File: config.mk
export PLATFORM = sky130hd
export DESIGN_NAME = tlpw_ctrl
export DESIGN_NICKNAME = d
export VERILOG_FILES = /design/src/sv/tlpw_pkg.sv /design/src/sv/tlpw_ctrl.sv
export SDC_FILE = /design/constraint.sdc
export NUM_CORES = 1
export LEC_CHECK = 0
export BUFFER_PORTS_ARGS = -buffer_cell sky130_fd_sc_hd__buf_2
export CAP_MARGIN = 20
export CORE_AREA = 3 3 40 42
export CTS_CLUSTER_DIAMETER = 150
export DETAILED_ROUTE_END_ITERATION = 8
export DIE_AREA = 0 0 43 45
export SYNTH_ARGS = -nofsm -noshare
export SYNTH_HDL_FRONTEND = slang
export SYNTH_SLANG_ARGS = --single-unit
export TNS_END_PERCENT = 20
File: constraint.sdc
create_clock -name clock -period 1.3 [get_ports clock]
set_input_delay 0.26 -clock clock [delete_from_list [all_inputs] [get_ports clock]]
set_output_delay 0.26 -clock clock [all_outputs]
set_load 0.01 [all_outputs]
File: src/sv/tlpw_pkg.sv
// tlpw_pkg: shared types and constants for the two-level page walk block
// no dependencies
`timescale 1ns / 1ps

package tlpw_pkg;

   localparam int EntriesPerFrame = 8;
   localparam int NumFrames       = 256;
   localparam int VirtPages       = 64;
   localparam int MaxProcs        = 16;

   localparam int IdxW   = $clog2(EntriesPerFrame);
   localparam int FrameW = $clog2(NumFrames);
   localparam int AddrW  = FrameW + IdxW;
   localparam int ProcW  = $clog2(MaxProcs);
   localparam int PageW  = $clog2(VirtPages);
   localparam int NextW  = 10;

   localparam logic [1:0] ST_OK     = 2'd0;
   localparam logic [1:0] ST_OOM    = 2'd1;
   localparam logic [1:0] ST_HALTED = 2'd2;
   localparam logic [1:0] ST_BADPID = 2'd3;

   typedef struct packed {
      logic              valid;
      logic [FrameW-1:0] frame;
      logic [7:0]        count;
   } entry_type;

   typedef struct packed {
      logic clear;
      logic load;
      logic upd_l1;
      logic upd_l2;
      logic finish;
   } cmd_type;

   typedef struct packed {
      logic clear_last;
      logic early;
      logic fail;
   } sts_type;

endpackage

File: src/sv/tlpw_ctrl.sv
// tlpw_ctrl: sequencer for store clearing and the two-level walk
// depends on tlpw_pkg
`timescale 1ns / 1ps

module tlpw_ctrl (
   input  logic             clock,
   input  logic             reset,
   input  logic             req_valid,
   output logic             req_ready,
   output logic             rsp_valid,
   input  logic             rsp_ready,
   input  tlpw_pkg::sts_type sts,
   output tlpw_pkg::cmd_type cmd
);
   import tlpw_pkg::*;

   typedef enum logic [2:0] {
      S_CLR, S_IDLE, S_L1RD, S_L1UP, S_L2RD, S_L2UP, S_FIN, S_RESP
   } state_type;

   state_type state_ff, state_in;

   always_comb begin
      state_in = state_ff;
      cmd      = '0;
      case (state_ff)
         S_CLR: begin
            cmd.clear = 1'b1;
            if (sts.clear_last) state_in = S_IDLE;
         end
         S_IDLE: begin
            if (req_valid) begin
               cmd.load = 1'b1;
               state_in = sts.early ? S_FIN : S_L1RD;
            end
         end
         S_L1RD: state_in = S_L1UP;
         S_L1UP: begin
            cmd.upd_l1 = 1'b1;
            state_in   = sts.fail ? S_FIN : S_L2RD;
         end
         S_L2RD: state_in = S_L2UP;
         S_L2UP: begin
            cmd.upd_l2 = 1'b1;
            state_in   = S_FIN;
         end
         S_FIN: begin
            cmd.finish = 1'b1;
            state_in   = S_RESP;
         end
         S_RESP: begin
            if (rsp_ready) state_in = S_IDLE;
         end
         default: state_in = S_CLR;
      endcase
   end

   always_ff @(posedge clock) begin
      if (reset) state_ff <= S_CLR;
      else       state_ff <= state_in;
   end

   assign req_ready = (state_ff == S_IDLE);
   assign rsp_valid = (state_ff == S_RESP);

endmodule

==> load_flow_metrics.sql <==
INSERT INTO impl_metrics (metric_group, metric, value, unit) VALUES
('synth', 'synth_seq_cells', '3', ''),
('drt', 'finalWirelength', '609', 'um'),
('sta', 'maxSlewHeadroom', '0.8394', ''),
('layout', 'top_regs', 'state_ff x3', ''),
('drt', 'detailroute.via_count', '261', ''),
('run_status', 'run_status', 'completed', ''),
('sta', 'report.final.slew_viol_count', '0', ''),
('hold_path', 'hold_class', 'input pin to register', ''),
('layout', 'layout.filler_cells', '154', ''),
('setup_path', 'worst_setup_path_end_kind', 'primary output', ''),
('floorplan', 'boundary_pins', '14', ''),
('sta', 'holdWs', '216.2', 'ps'),
('floorplan', 'die-height', '45', 'um'),
('sta', 'finalHoldViolCount', '0', ''),
('global_route', 'grt_start_max_net_pins', '12', ''),
('sta', 'grt_setup_unrepaired', 'yes', ''),
('placement', 'hpwl', '420.5', 'um'),
('layout', 'synthToLayoutAreaGrowth', '73.96', '%'),
('layout', 'non_filler_cells_in_the_finished_layout', '61', ''),
('synth', 'syn-mean-instance-area', '7.291', 'um^2'),
('global_route', 'grt_usage', '0.08070', ''),
('clock_tree', 'cts_tree', 'yes', ''),
('sta', 'post-route-min-period', '1269', 'ps'),
('synth', 'synth_seq_area_share', '0.2840', ''),
('drt', 'antenna_violating_nets_post_route', '0', ''),
('floorplan', 'placeableCoreArea', '0.001285', 'mm^2'),
('sta', 'setup_violations', '0', ''),
('clock_tree', 'clock_tree.htree_level_count', '1', ''),
('clock_tree', 'cts.path.max_buffers', '2', ''),
('global_route', 'grt_overflow_total', '0', ''),
('drt', 'route.detailed.wl_per_inst', '9.984', 'um'),
('synth', 'synthesis.yosys.warnings', '0', ''),
('clock_tree', 'clock_sinks', '3', ''),
('clock_tree', 'clkLatencyLatePin', '230', 'ps'),
('run', 'timing.max_cap.violations', '0', ''),
('setup_path', 'regToRegStartpoint', 'state_ff[2]', ''),
('layout', 'largest_register', 'state_ff', ''),
('clock_tree', 'num_cts_buffers', '3', ''),
('sta', 'post-route-period-util', '0.9764', ''),
('global_route', 'antenna_found_initial', '0', ''),
('pwr', 'static-leakage-power', '0.0001681', 'uW'),
('layout', 'antennaDiodeCount', '0', ''),
('global_route', 'grt_first_pass_wirelength', '1069', 'um'),
('placement', 'placed_cells_incl_taps', '56', ''),
('global_route', 'first_global_vias', '256', ''),
('drt', 'drt-vias-per-instance', '4.279', ''),
('drt', 'detailedRoute.firstPassIterationCount', '2', ''),
('clock_tree', 'cts.reportedPaths.clkPinSlew', '40', 'ps'),
('floorplan', 'floorplan.rows', '13', ''),
('pwr', 'ir_worst_vdd', '0.3851', 'mV'),
('placement', 'place_congestion', '0.7289', ''),
('drt', 'dr.first_iter.drc_count', '3', ''),
('clock_tree', 'root_buffer', 'clkbuf_4', ''),
('setup_path', 'critical_path.startpoint', 'state_ff[2]', ''),
('pwr', 'power', '418.0', 'uW'),
('sta', 'fin_skew', '0.3137', 'ps'),
('drt', 'route.detailed.drc', '0', ''),
('synth', 'syn-instance-count', '29', ''),
('sta', 'finalSetupTns', '0', 'ps'),
('setup_path', 'critPathKind', 'register to primary output', ''),
('floorplan', 'fp.dieW', '43', 'um'),
('synth', 'syn-cell-area', '211.5', 'um^2'),
('layout', 'ratio_of_cells_with_drive_above_1_in_the_final_layout', '0.6304', ''),
('setup_path', 'data_required_time_at_the_worst_endpoint', '1040', 'ps'),
('pwr', 'power.density', '1136', 'mW/mm^2'),
('setup_path', 'timing.critical_path.fanout_max', '3', ''),
('layout', 'final_nets', '54', ''),
('floorplan', 'initial_utilization', '0.1646', ''),
('sta', 'max_clock_freq', '787.8', 'MHz'),
('setup_path', 'cp-start-kind', 'register', ''),
('setup_path', 'worst_ep_arrival_time', '1010', 'ps'),
('synth', 'yosysUniqueCellTypes', '18', ''),
('placement', 'io_buffers', '13', ''),
('sta', 'tightest_slew', '238.8', 'ps'),
('synth', 'synthesis.nets', '36', ''),
('floorplan', 'dieArea', '0.001935', 'mm^2'),
('layout', 'largest_reg_flops', '3', ''),
('hold_path', 'launch_instance_of_the_worst_min_delay_path', 'reset', ''),
('clock_tree', 'cts_hold_repair.buffers', '0', '');
==> critical path, cell delays in order (launching register included) <==
cell and delay [ps]:
dfxtp_2 310, nand2b_4 150, nor2_4 80, and2_4 140
buf_6 90
==> cell type report <==
cell class	instances	area [um^2]	share of cell area
Timing Repair Buffer	16	107.6	0.2925
Tap cell	15	18.77	0.05102
Multi-Input combinational cell	22	142.6	0.3878
Clock buffer	4	26.28	0.07143
Sequential cell	3	68.82	0.1871
Inverter	1	3.754	0.01020
==> synthesized netlist by cell type <==
| library cell | instances | area [um^2] |
|---|---|---|
| nor2_1 | 6 | 22.52 |
| dfxtp_1 | 3 | 60.06 |
| buf_6 | 2 | 22.52 |
| nand2_1 | 2 | 7.510 |
| nor3_1 | 2 | 10.01 |
| nor4_1 | 2 | 12.51 |
| a21oi_1 | 1 | 5.000 |
| a221oi_1 | 1 | 8.760 |
| a31oi_1 | 1 | 6.260 |
| and2_1 | 1 | 6.260 |
| and3_2 | 1 | 7.510 |
| and3_4 | 1 | 11.26 |
| buf_2 | 1 | 5.000 |
| inv_2 | 1 | 3.750 |
| nand2b_1 | 1 | 6.260 |
| nand3_1 | 1 | 5.000 |
| o21ai_0 | 1 | 5.000 |
| or3_1 | 1 | 6.260 |
==> worst paths after layout <==
path                                    end  slack [ps]  cells past startpoint
worst max-delay path                 cmd[3]          30                      4
worst min-delay path            state_ff[0]         220                      2
worst max register to register  state_ff[1]         250                      4
worst min register to register  state_ff[1]         550                      1
==> logic make-up after synthesis <==
group / count (synthesis) / share of synthesized area
flip-flops: 3 / 0.2840
AND/OR/NAND/NOR: 18 / 0.4497
buffers and inverters: 4 / 0.1479
AO/OA/AOI/OAI: 4 / 0.1183
==> routing by layer <==
| layer | GRT usage | wire length, um |
|---|---|---|
| met3 | 0.02789 | 59 |
| met1 | 0.1058 | 296 |
| met5 | 0 | 0 |
| met2 | 0.08383 | 239 |
| met4 | 0.1084 | 14 |
==> power by group <==
group	internal, uW	leakage (uW)	switching (uW)
clock network	115	0.0000150	46.1
logic	72.4	0.000127	58.5
registers	105	0.0000264	20.8
==> placed cells by master (no fill, tap or decap), types with 2 or more instances in the layout <==
| master | instances |
|---|---|
| buf_2 | 11 |
| nor2_1 | 5 |
| buf_6 | 4 |
| clkbuf_4 | 3 |
| nand2_1 | 2 |
| nor4_1 | 2 |
| dfxtp_4 | 2 |
==> through the flow <==
| stage | worst slack [ps] | utilization | area (um^2) |
|---|---|---|---|
| after floorplan | 75.26 | - | 211.5 |
| after detailed placement | 148.4 | 0.2201 | 282.8 |
| after global routing | -18.56 | 0.2863 | 367.9 |
| final | 30.62 | 0.2863 | 367.9 |
| after CTS | -2.106 | 0.2668 | 342.8 |
| after global placement | 131.0 | 0.2201 | 282.8 |
==> timing repair <==
action                     CTS  global route
pin swaps                    2             2
setup endpoints to repair    7             5
buffers inserted             1             0
hold endpoints to repair     0             0
resized for setup            8             6
No activity file was read; power rests on OpenSTA's default activity.
